<file path="config.mk">
export PLATFORM = sky130hd
export DESIGN_NAME = tap_tempo_estimator
export DESIGN_NICKNAME = d
export VERILOG_FILES = /design/src/sv/tte_pkg.sv /design/src/sv/tap_tempo_estimator.sv /design/src/sv/tte_serial_cmp.sv /design/src/sv/tte_divider.sv
export SDC_FILE = /design/constraint.sdc
export NUM_CORES = 1
export LEC_CHECK = 0
export CAP_MARGIN = 20
export CORE_AREA = 3 3 343 176
export CTS_CLUSTER_SIZE = 25
export DETAILED_ROUTE_END_ITERATION = 12
export DIE_AREA = 0 0 346 179
export DONT_BUFFER_PORTS = 1
export HOLD_SLACK_MARGIN = 0.05
export SYNTH_ARGS = -nofsm -noshare
export SYNTH_HDL_FRONTEND = slang
export SYNTH_SLANG_ARGS = --single-unit
</file>
<file path="constraint.sdc">
create_clock -name clk -period 7.08 [get_ports clk]
set_input_delay 1.416 -clock clk [delete_from_list [all_inputs] [get_ports clk]]
set_output_delay 1.416 -clock clk [all_outputs]
set_load 0.02 [all_outputs]
</file>
<file path="src/sv/tte_pkg.sv">
// tte_pkg: shared widths, constants, result codes and the comparator result struct
// for the tap tempo estimator. No dependencies.
`timescale 1ns / 1ps
`default_nettype none
package tte_pkg;

	localparam int TIME_W     = 32;
	localparam int CFG_W      = 16;
	localparam int INTERVAL_W = 16;
	localparam int BPM_W      = 26;
	localparam int STATUS_W   = 3;
	localparam int COUNT_W    = 3;

	// ring of intervals, depth kept a power of two so the mean is a shift
	localparam int RING_LOG2  = 2;
	localparam int RING_DEPTH = 1 << RING_LOG2;
	localparam int SUM_W      = INTERVAL_W + RING_LOG2;

	localparam int CMP_CNT_W  = $clog2(TIME_W);
	localparam int DIV_CNT_W  = $clog2(BPM_W);

	localparam logic [BPM_W-1:0] BPM_NUMERATOR = BPM_W'(60000000);

	localparam logic [CFG_W-1:0] DEBOUNCE_RESET = CFG_W'(100);
	localparam logic [CFG_W-1:0] TIMEOUT_RESET  = CFG_W'(2000);

	localparam int CFG_IDX_W = 1;
	localparam logic [CFG_IDX_W-1:0] CFG_DEBOUNCE = 1'b0;
	localparam logic [CFG_IDX_W-1:0] CFG_TIMEOUT  = 1'b1;

	localparam logic [STATUS_W-1:0] ST_BOUNCE  = 3'd0;
	localparam logic [STATUS_W-1:0] ST_RESTART = 3'd1;
	localparam logic [STATUS_W-1:0] ST_STORED  = 3'd2;
	localparam logic [STATUS_W-1:0] ST_TEMPO   = 3'd3;
	localparam logic [STATUS_W-1:0] ST_CANCEL  = 3'd4;

	localparam logic REQ_TAP    = 1'b0;
	localparam logic REQ_CANCEL = 1'b1;

	typedef struct packed {
		logic                  bounce;
		logic                  restart;
		logic [INTERVAL_W-1:0] delay;
	} cmp_res_t;

endpackage
`default_nettype wire

</file>
<file path="src/sv/tap_tempo_estimator.sv">
// tap_tempo_estimator: top level with tap state, interval ring, control sequencer
// and result register. Depends on tte_pkg, tte_serial_cmp and tte_divider.
//
// Usage:
//  - input channel in_valid/in_ready carries req_type (tap or cancel) and now_ms
//  - output channel out_valid/out_ready carries tap_status, bpm_milli, tap_count
//    and ring_position, one result per request, in request order
//  - cfg_we/cfg_index/cfg_data writes debounce_ms (index 0) or timeout_ms (index 1);
//    write only while no request is in flight
//  - one request at a time; in_ready returns the cycle after the result register loads
//  - a cancel goes from idle straight to the done state, then loads the result register
//  - a tap runs a bit-serial subtract and compare over the 32 timestamp bits;
//    a tap that yields a tempo then runs the restoring divider, one quotient bit a cycle
//  - reset clears all tap state, loads debounce 100 ms and timeout 2000 ms and
//    empties the result register
//  - a stalled receiver holds the result register; the next request is still taken
//    and worked on, then waits before the result register until it frees
`timescale 1ns / 1ps
`default_nettype none
module tap_tempo_estimator (
	input  wire logic                              clk,
	input  wire logic                              arst_n,
	input  wire logic                              in_valid,
	output logic                                   in_ready,
	input  wire logic                              req_type,
	input  wire logic [tte_pkg::TIME_W-1:0]        now_ms,
	output logic                                   out_valid,
	input  wire logic                              out_ready,
	output logic [tte_pkg::STATUS_W-1:0]           tap_status,
	output logic [tte_pkg::BPM_W-1:0]              bpm_milli,
	output logic [tte_pkg::COUNT_W-1:0]            tap_count,
	output logic [tte_pkg::RING_LOG2-1:0]          ring_position,
	input  wire logic                              cfg_we,
	input  wire logic [tte_pkg::CFG_IDX_W-1:0]     cfg_index,
	input  wire logic [tte_pkg::CFG_W-1:0]         cfg_data
);
	import tte_pkg::*;

	typedef enum logic [3:0] {
		S_IDLE = 4'b0001,
		S_CMP  = 4'b0010,
		S_DIV  = 4'b0100,
		S_DONE = 4'b1000
	} state_t;

	state_t                 state_q;
	logic [CFG_W-1:0]       debounce_q;
	logic [CFG_W-1:0]       timeout_q;
	logic [TIME_W-1:0]      last_q;
	logic [TIME_W-1:0]      now_q;
	logic [INTERVAL_W-1:0]  ring_q [RING_DEPTH];
	logic [SUM_W-1:0]       sum_q;
	logic [RING_LOG2-1:0]   idx_q;
	logic [COUNT_W-1:0]     cnt_q;
	logic [STATUS_W-1:0]    stat_q;
	logic [BPM_W-1:0]       bpm_q;

	logic                   out_valid_q;
	logic [STATUS_W-1:0]    out_status_q;
	logic [BPM_W-1:0]       out_bpm_q;
	logic [COUNT_W-1:0]     out_count_q;
	logic [RING_LOG2-1:0]   out_pos_q;

	logic                   accept;
	logic                   cmp_start;
	logic                   cmp_done;
	cmp_res_t               cmp_res;
	logic                   div_start;
	logic                   div_done;
	logic [BPM_W-1:0]       div_quot;
	logic [SUM_W-1:0]       sum_next;
	logic                   ring_full;
	logic                   store;
	logic                   out_load;

	assign in_ready  = (state_q == S_IDLE);
	assign accept    = in_valid & in_ready;
	assign cmp_start = accept & (req_type == REQ_TAP);

	// running sum: drop the interval being overwritten, add the new one
	assign sum_next  = sum_q - SUM_W'(ring_q[idx_q]) + SUM_W'(cmp_res.delay);
	assign ring_full = (cnt_q >= COUNT_W'(RING_DEPTH));
	assign store     = (state_q == S_CMP) & cmp_done & ~cmp_res.bounce & ~cmp_res.restart;
	assign div_start = store & ring_full;
	assign out_load  = (state_q == S_DONE) & (~out_valid_q | out_ready);

	tte_serial_cmp u_cmp (
		.clk      (clk),
		.arst_n   (arst_n),
		.start    (cmp_start),
		.now      (now_ms),
		.last     (last_q),
		.debounce (debounce_q),
		.timeout  (timeout_q),
		.done     (cmp_done),
		.res      (cmp_res)
	);

	tte_divider u_div (
		.clk      (clk),
		.arst_n   (arst_n),
		.start    (div_start),
		.divisor  (sum_next[SUM_W-1:RING_LOG2]),
		.done     (div_done),
		.quotient (div_quot)
	);

	always_ff @(posedge clk or negedge arst_n) begin
		if (!arst_n) begin
			debounce_q <= DEBOUNCE_RESET;
			timeout_q  <= TIMEOUT_RESET;
		end else if (cfg_we) begin
			case (cfg_index)
				CFG_DEBOUNCE: debounce_q <= cfg_data;
				CFG_TIMEOUT:  timeout_q  <= cfg_data;
				default:      ;
			endcase
		end
	end

	always_ff @(posedge clk or negedge arst_n) begin
		if (!arst_n) begin
			state_q <= S_IDLE;
			last_q  <= '0;
			sum_q   <= '0;
			idx_q   <= '0;
			cnt_q   <= '0;
			for (int i = 0; i < RING_DEPTH; i++)
				ring_q[i] <= '0;
		end else begin
			case (state_q)
				S_IDLE: begin
					if (accept) begin
						if (req_type == REQ_CANCEL) begin
							last_q  <= '0;
							sum_q   <= '0;
							idx_q   <= '0;
							cnt_q   <= '0;
							for (int i = 0; i < RING_DEPTH; i++)
								ring_q[i] <= '0;
							state_q <= S_DONE;
						end else begin
							state_q <= S_CMP;
						end
					end
				end
				S_CMP: begin
					if (cmp_done) begin
						if (cmp_res.bounce) begin
							state_q <= S_DONE;
						end else if (cmp_res.restart) begin
							last_q  <= now_q;
							sum_q   <= '0;
							idx_q   <= '0;
							cnt_q   <= COUNT_W'(1);
							for (int i = 0; i < RING_DEPTH; i++)
								ring_q[i] <= '0;
							state_q <= S_DONE;
						end else begin
							last_q        <= now_q;
							ring_q[idx_q] <= cmp_res.delay;
							sum_q         <= sum_next;
							idx_q         <= idx_q + 1'b1;
							if (ring_full) begin
								cnt_q   <= COUNT_W'(RING_DEPTH + 1);
								state_q <= S_DIV;
							end else begin
								cnt_q   <= cnt_q + 1'b1;
								state_q <= S_DONE;
							end
						end
					end
				end
				S_DIV: begin
					if (div_done)
						state_q <= S_DONE;
				end
				S_DONE: begin
					if (out_load)
						state_q <= S_IDLE;
				end
				default: state_q <= S_IDLE;
			endcase
		end
	end

	// pending result of the request in flight
	always_ff @(posedge clk) begin
		if (accept) begin
			now_q  <= now_ms;
			stat_q <= ST_CANCEL;
			bpm_q  <= '0;
		end
		if ((state_q == S_CMP) && cmp_done) begin
			if (cmp_res.bounce)
				stat_q <= ST_BOUNCE;
			else if (cmp_res.restart)
				stat_q <= ST_RESTART;
			else
				stat_q <= ST_STORED;
		end
		if ((state_q == S_DIV) && div_done) begin
			stat_q <= ST_TEMPO;
			bpm_q  <= div_quot;
		end
	end

	always_ff @(posedge clk or negedge arst_n) begin
		if (!arst_n)
			out_valid_q <= 1'b0;
		else if (out_load)
			out_valid_q <= 1'b1;
		else if (out_ready)
			out_valid_q <= 1'b0;
	end

	always_ff @(posedge clk) begin
		if (out_load) begin
			out_status_q <= stat_q;
			out_bpm_q    <= bpm_q;
			out_count_q  <= cnt_q;
			out_pos_q    <= idx_q;
		end
	end

	assign out_valid     = out_valid_q;
	assign tap_status    = out_status_q;
	assign bpm_milli     = out_bpm_q;
	assign tap_count     = out_count_q;
	assign ring_position = out_pos_q;

endmodule
`default_nettype wire

</file>
<file path="src/sv/tte_serial_cmp.sv">
// tte_serial_cmp: bit-serial interval subtractor with debounce and timeout compares,
// least significant bit first. Depends on tte_pkg.
`timescale 1ns / 1ps
`default_nettype none
module tte_serial_cmp (
	input  wire logic                           clk,
	input  wire logic                           arst_n,
	input  wire logic                           start,
	input  wire logic [tte_pkg::TIME_W-1:0]     now,
	input  wire logic [tte_pkg::TIME_W-1:0]     last,
	input  wire logic [tte_pkg::CFG_W-1:0]      debounce,
	input  wire logic [tte_pkg::CFG_W-1:0]      timeout,
	output logic                                done,
	output tte_pkg::cmp_res_t                   res
);
	import tte_pkg::*;

	logic                  busy_q;
	logic                  done_q;
	logic [CMP_CNT_W-1:0]  cnt_q;
	logic [TIME_W-1:0]     now_sr_q;
	logic [TIME_W-1:0]     last_sr_q;
	logic [CFG_W-1:0]      deb_sr_q;
	logic [CFG_W-1:0]      to_sr_q;
	logic                  borrow_q;
	logic                  lt_q;
	logic                  gt_q;
	logic                  nz_q;
	logic [INTERVAL_W-1:0] delay_q;
	cmp_res_t              res_q;

	logic now_b, last_b, deb_b, to_b;
	logic d, borrow_n, lt_n, gt_n, nz_n;
	logic last_bit;

	always_comb begin
		now_b    = now_sr_q[0];
		last_b   = last_sr_q[0];
		deb_b    = deb_sr_q[0];
		to_b     = to_sr_q[0];
		d        = now_b ^ last_b ^ borrow_q;
		borrow_n = (~now_b & last_b) | (~(now_b ^ last_b) & borrow_q);
		// higher bits decide, so a differing bit overrides what lower bits said
		lt_n     = (d ^ deb_b) ? deb_b : lt_q;
		gt_n     = (d ^ to_b) ? d : gt_q;
		nz_n     = nz_q | last_b;
		last_bit = (cnt_q == CMP_CNT_W'(TIME_W - 1));
	end

	always_ff @(posedge clk or negedge arst_n) begin
		if (!arst_n) begin
			busy_q <= 1'b0;
			done_q <= 1'b0;
			cnt_q  <= '0;
		end else begin
			done_q <= 1'b0;
			if (start) begin
				busy_q <= 1'b1;
				cnt_q  <= '0;
			end else if (busy_q) begin
				cnt_q <= cnt_q + 1'b1;
				if (last_bit) begin
					busy_q <= 1'b0;
					done_q <= 1'b1;
				end
			end
		end
	end

	always_ff @(posedge clk) begin
		if (start) begin
			now_sr_q  <= now;
			last_sr_q <= last;
			deb_sr_q  <= debounce;
			to_sr_q   <= timeout;
			borrow_q  <= 1'b0;
			lt_q      <= 1'b0;
			gt_q      <= 1'b0;
			nz_q      <= 1'b0;
		end else if (busy_q) begin
			now_sr_q  <= {1'b0, now_sr_q[TIME_W-1:1]};
			last_sr_q <= {1'b0, last_sr_q[TIME_W-1:1]};
			deb_sr_q  <= {1'b0, deb_sr_q[CFG_W-1:1]};
			to_sr_q   <= {1'b0, to_sr_q[CFG_W-1:1]};
			borrow_q  <= borrow_n;
			lt_q      <= lt_n;
			gt_q      <= gt_n;
			nz_q      <= nz_n;
			if (cnt_q < CMP_CNT_W'(INTERVAL_W))
				delay_q <= {d, delay_q[INTERVAL_W-1:1]};
			if (last_bit) begin
				res_q.bounce  <= lt_n;
				res_q.restart <= ~nz_n | gt_n;
				res_q.delay   <= delay_q;
			end
		end
	end

	assign done = done_q;
	assign res  = res_q;

endmodule
`default_nettype wire

</file>
<file path="src/sv/tte_divider.sv">
// tte_divider: restoring divider of the tempo numerator by the mean interval,
// one quotient bit per cycle, saturating on a zero divisor. Depends on tte_pkg.
`timescale 1ns / 1ps
`default_nettype none
module tte_divider (
	input  wire logic                            clk,
	input  wire logic                            arst_n,
	input  wire logic                            start,
	input  wire logic [tte_pkg::INTERVAL_W-1:0]  divisor,
	output logic                                 done,
	output logic [tte_pkg::BPM_W-1:0]            quotient
);
	import tte_pkg::*;

	logic                  busy_q;
	logic                  done_q;
	logic [DIV_CNT_W-1:0]  cnt_q;
	logic [BPM_W-1:0]      num_sr_q;
	logic [BPM_W-1:0]      quot_q;
	logic [INTERVAL_W-1:0] rem_q;
	logic [INTERVAL_W-1:0] div_q;

	logic [INTERVAL_W:0]   trial;
	logic                  fits;
	logic [INTERVAL_W:0]   diff;
	logic                  last_step;

	always_comb begin
		trial     = {rem_q, num_sr_q[BPM_W-1]};
		fits      = (trial >= {1'b0, div_q});
		diff      = trial - {1'b0, div_q};
		last_step = (cnt_q == DIV_CNT_W'(BPM_W - 1));
	end

	always_ff @(posedge clk or negedge arst_n) begin
		if (!arst_n) begin
			busy_q <= 1'b0;
			done_q <= 1'b0;
			cnt_q  <= '0;
		end else begin
			done_q <= 1'b0;
			if (start) begin
				cnt_q <= '0;
				// zero mean saturates at once
				if (divisor == '0)
					done_q <= 1'b1;
				else
					busy_q <= 1'b1;
			end else if (busy_q) begin
				cnt_q <= cnt_q + 1'b1;
				if (last_step) begin
					busy_q <= 1'b0;
					done_q <= 1'b1;
				end
			end
		end
	end

	always_ff @(posedge clk) begin
		if (start) begin
			num_sr_q <= BPM_NUMERATOR;
			rem_q    <= '0;
			div_q    <= divisor;
			quot_q   <= (divisor == '0) ? BPM_NUMERATOR : '0;
		end else if (busy_q) begin
			num_sr_q <= {num_sr_q[BPM_W-2:0], 1'b0};
			rem_q    <= fits ? diff[INTERVAL_W-1:0] : trial[INTERVAL_W-1:0];
			quot_q   <= {quot_q[BPM_W-2:0], fits};
		end
	end

	assign done     = done_q;
	assign quotient = quot_q;

endmodule
`default_nettype wire

</file>
==> out/qor.csv <==
stage,metric,value,unit
outcome,status,completed,
cells_and_area,post-layout util,0.392,
cells_and_area,"Area growth, synth to finish",12.2,%
worst_setup_path,CP required,7520,ps
cells_and_area,share of cells above drive strength 1,0.112,
clock_tree,Num CTS Buffers,45,
worst_hold_path,hold path depth,0,
clock_tree,clk slew on worst S/H paths,70,ps
clock_tree,hold buffer count at CTS,0,
power_and_ir_drop,Pleak,9.58,nW
cells_and_area,"commonest non-fill, non-tap cell in the layout",nand2_1,
global_route,pin count of the biggest net entering global routing,171,
logic_synthesis,ys flop type,edfxtp_1,
worst_hold_path,Hold WC Path Type,flop to flop,
timing,Tightest Pin Transition,1060,ps
power_and_ir_drop,maximum vdd drop,0.189,mV
worst_setup_path,Crit Path Class,flop to flop,
placed_design,gpl congestion,0.787,
global_route,Total GRT Usage,0.123,
worst_setup_path,r2r setup slk,2080,ps
die,initial cell density of the core,0.350,
timing,clock skew,27.4,ps
logic_synthesis,Yosys Warn Count,0,
placed_design,I/O Buffers,0,
worst_hold_path,hold endpoint,bpm_milli[20],
global_route,vias in the first global route,11702,
timing,minimum clock period,5000,ps
drt,via count,11570,
logic_synthesis,Yosys reg bits,475,
worst_setup_path,Crit path top cell by count,o21ai_0,
worst_setup_path,CP max FO,12,
timing,Relative slew margins,0.295,
die,core area,0.0572,mm^2
timing,setup tns final,0,ps
cells_and_area,most frequent cells in the layout,"nand2_1 (333), edfxtp_1 (264), dfrtp_1 (159)",
drt,drt via density,4.82,
timing,RSZ-0062 raised after global routing,false,
drt,wire per inst,15.7,um
worst_hold_path,hold wc startpoint,bpm_q[20],
clock_tree,Max Buffers Root-to-Sink,3,
timing,"Slew Viols, Final",0,
cells_and_area,Diodes inserted,0,
placed_design,Post-DP HPWL,23700,um
worst_setup_path,CP startpoint,idx_q[0],
timing,Tcrit/Tclk final,0.706,
clock_tree,CTS tree,built,
logic_synthesis,"FFs w/ async S/R, synth",0.358,
drt,Residual DRC,0,
clock_tree,clock sink count,475,
timing,final hold viol count,0,
worst_setup_path,WP data arrival,5450,ps
drt,Initial DRC Count,897,
power_and_ir_drop,Pwr per Cell Area,314,mW/mm^2
timing,# setup viols final,0,
logic_synthesis,synthesized instance count,1601,
drt,WL final,37600,um
die,Ports,91,
logic_synthesis,Post-Syn Nets,1718,
worst_setup_path,CP peak stage delay,730,ps
clock_tree,Clock H-tree levels,2,
logic_synthesis,number of synthesized flops with an enable pin,264,
logic_synthesis,post-synth cell types,67,
logic_synthesis,"Seq/Total Area, Yosys",0.650,
global_route,grt total ovfl,0,
clock_tree,root buf cell,clkbuf_16,
worst_setup_path,Startpoint Class,flop,
die,Die Y,179,um
worst_setup_path,worst r2r src,idx_q[0],
worst_setup_path,R2R depth,15,
clock_tree,number of setup buffers added after CTS,0,
clock_tree,PostCTS Resize Cnt,0,
die,Rows,62,
clock_tree,clock latency on the worst-skew pair,570,ps
worst_setup_path,"Largest delay share family, worst path",simple AND/OR/NAND/NOR gates,
logic_synthesis,Synth Cell Area,0.0200,mm^2
global_route,first-pass GRT wire length,62700,um
drt,router iterations before antenna repair,5,
global_route,initial antenna violation count,0,
worst_setup_path,critical-path cell list,buf_4 -> mux4_2 -> fa_1 -> inv_1 -> ha_1 -> a21oi_1 -> o21ai_0 -> a211oi_1 -> o21ai_0 -> o211a_1 -> or3_1 -> or4_1 -> nor4_2 -> and2_4 -> a21o_2,
die,Die Width,346,um
flow_run,Maximum Capacitance Violations,0,
logic_synthesis,Avg Synthesized Cell Area,12.5,um^2
worst_setup_path,CP bufs+invs,2,
worst_setup_path,reg2reg end,u_div.quotient[25],
power_and_ir_drop,Power Total,7.04,mW
die,Die ar.,0.0619,mm^2
cells_and_area,nets@finish,1714,
drt,ANT nets after route,0,
worst_setup_path,crit end category,flop,
worst_setup_path,Crit-path slowest cell,dfrtp_1,
timing,Fmax,0.200,GHz
where the power goes:
part / internal [mW] / switching [mW] / total, mW
Sequential: 3.53 / 0.191 / 3.72
Clock: 1.42 / 1.06 / 2.48
Combinational: 0.251 / 0.587 / 0.838
how the worst max path moves through the flow:
stage	end	slack, ps	depth (start not counted)
detailed placement	u_div.quotient[25]	2060	14
global placement	u_div.quotient[25]	2120	14
CTS	u_div.quotient[25]	2040	14
finish	u_div.quotient[25]	2080	15
global route	u_div.quotient[25]	1650	15
floorplan	u_cmp.deb_sr_q[0]	1610	8
area by class of cell:
class / instances / area (um^2)
inverters: 108 / 405
multi-input cells: 946 / 6340
clock buffers: 58 / 1270
flip-flops and latches: 475 / 13000
fillers: 5392 / 34800
clock inverters: 26 / 269
repair buffers: 21 / 201
well taps: 768 / 961
flip-flops by register name, indices dropped and copies added (netlist names), 26 cells and up:
name,flops
ring_q,64
u_div.quotient,26
now_q,32
u_cmp.last_sr_q,32
last_q,32
bpm_q,26
u_cmp.now_sr_q,32
bpm_milli,26
cell usage after synthesis, drive strengths merged, types with 6 or more instances:
library cell	instances	area share
dfrtp	160	0.20
nor3	11	0.0027
a22o	98	0.043
mux2i	21	0.010
clkbuf	67	0.014
and2	51	0.016
inv	108	0.020
dfxtp	41	0.041
o21ai	61	0.015
a21o	18	0.0069
and3	8	0.0027
xor2	14	0.0061
xnor2	19	0.0083
dfstp	10	0.013
edfxtp	264	0.40
fa	18	0.018
mux4	16	0.018
ha	44	0.028
a21oi	57	0.015
nand4	6	0.0019
or3	9	0.0031
mux2	33	0.019
nand2b	7	0.0022
nor2	54	0.010
nand2	335	0.063
nand3	11	0.0030
through the flow:
stage	setup WS, ps	area (um^2)	instances	hold slack (ps)
after detailed placement	2060	20900	2317	405
after global placement	2120	20900	2315	402
final	2080	22500	2402	418
after CTS	2040	22400	2401	420
after global routing	1650	22500	2402	431
after floorplan	1610	20000	1601	400
cell families after synthesis:
group	synth area share
adder cells (fa/ha/maj)	0.0460
XOR/XNOR	0.0144
AO/OA/AOI/OAI	0.0950
buffers and inverters	0.0360
flip-flops	0.650
AND/OR/NAND/NOR	0.111
multiplexers	0.0471
metal layers:
metal,track usage,vias up,part of all wire
li1,-,5592,-
met1,0.170,5781,0.48
met2,0.200,147,0.47
met3,0.0229,50,0.036
met4,0.0319,0,0.019
met5,0,-,0
Note: power is estimated with default switching activity, not from simulation.
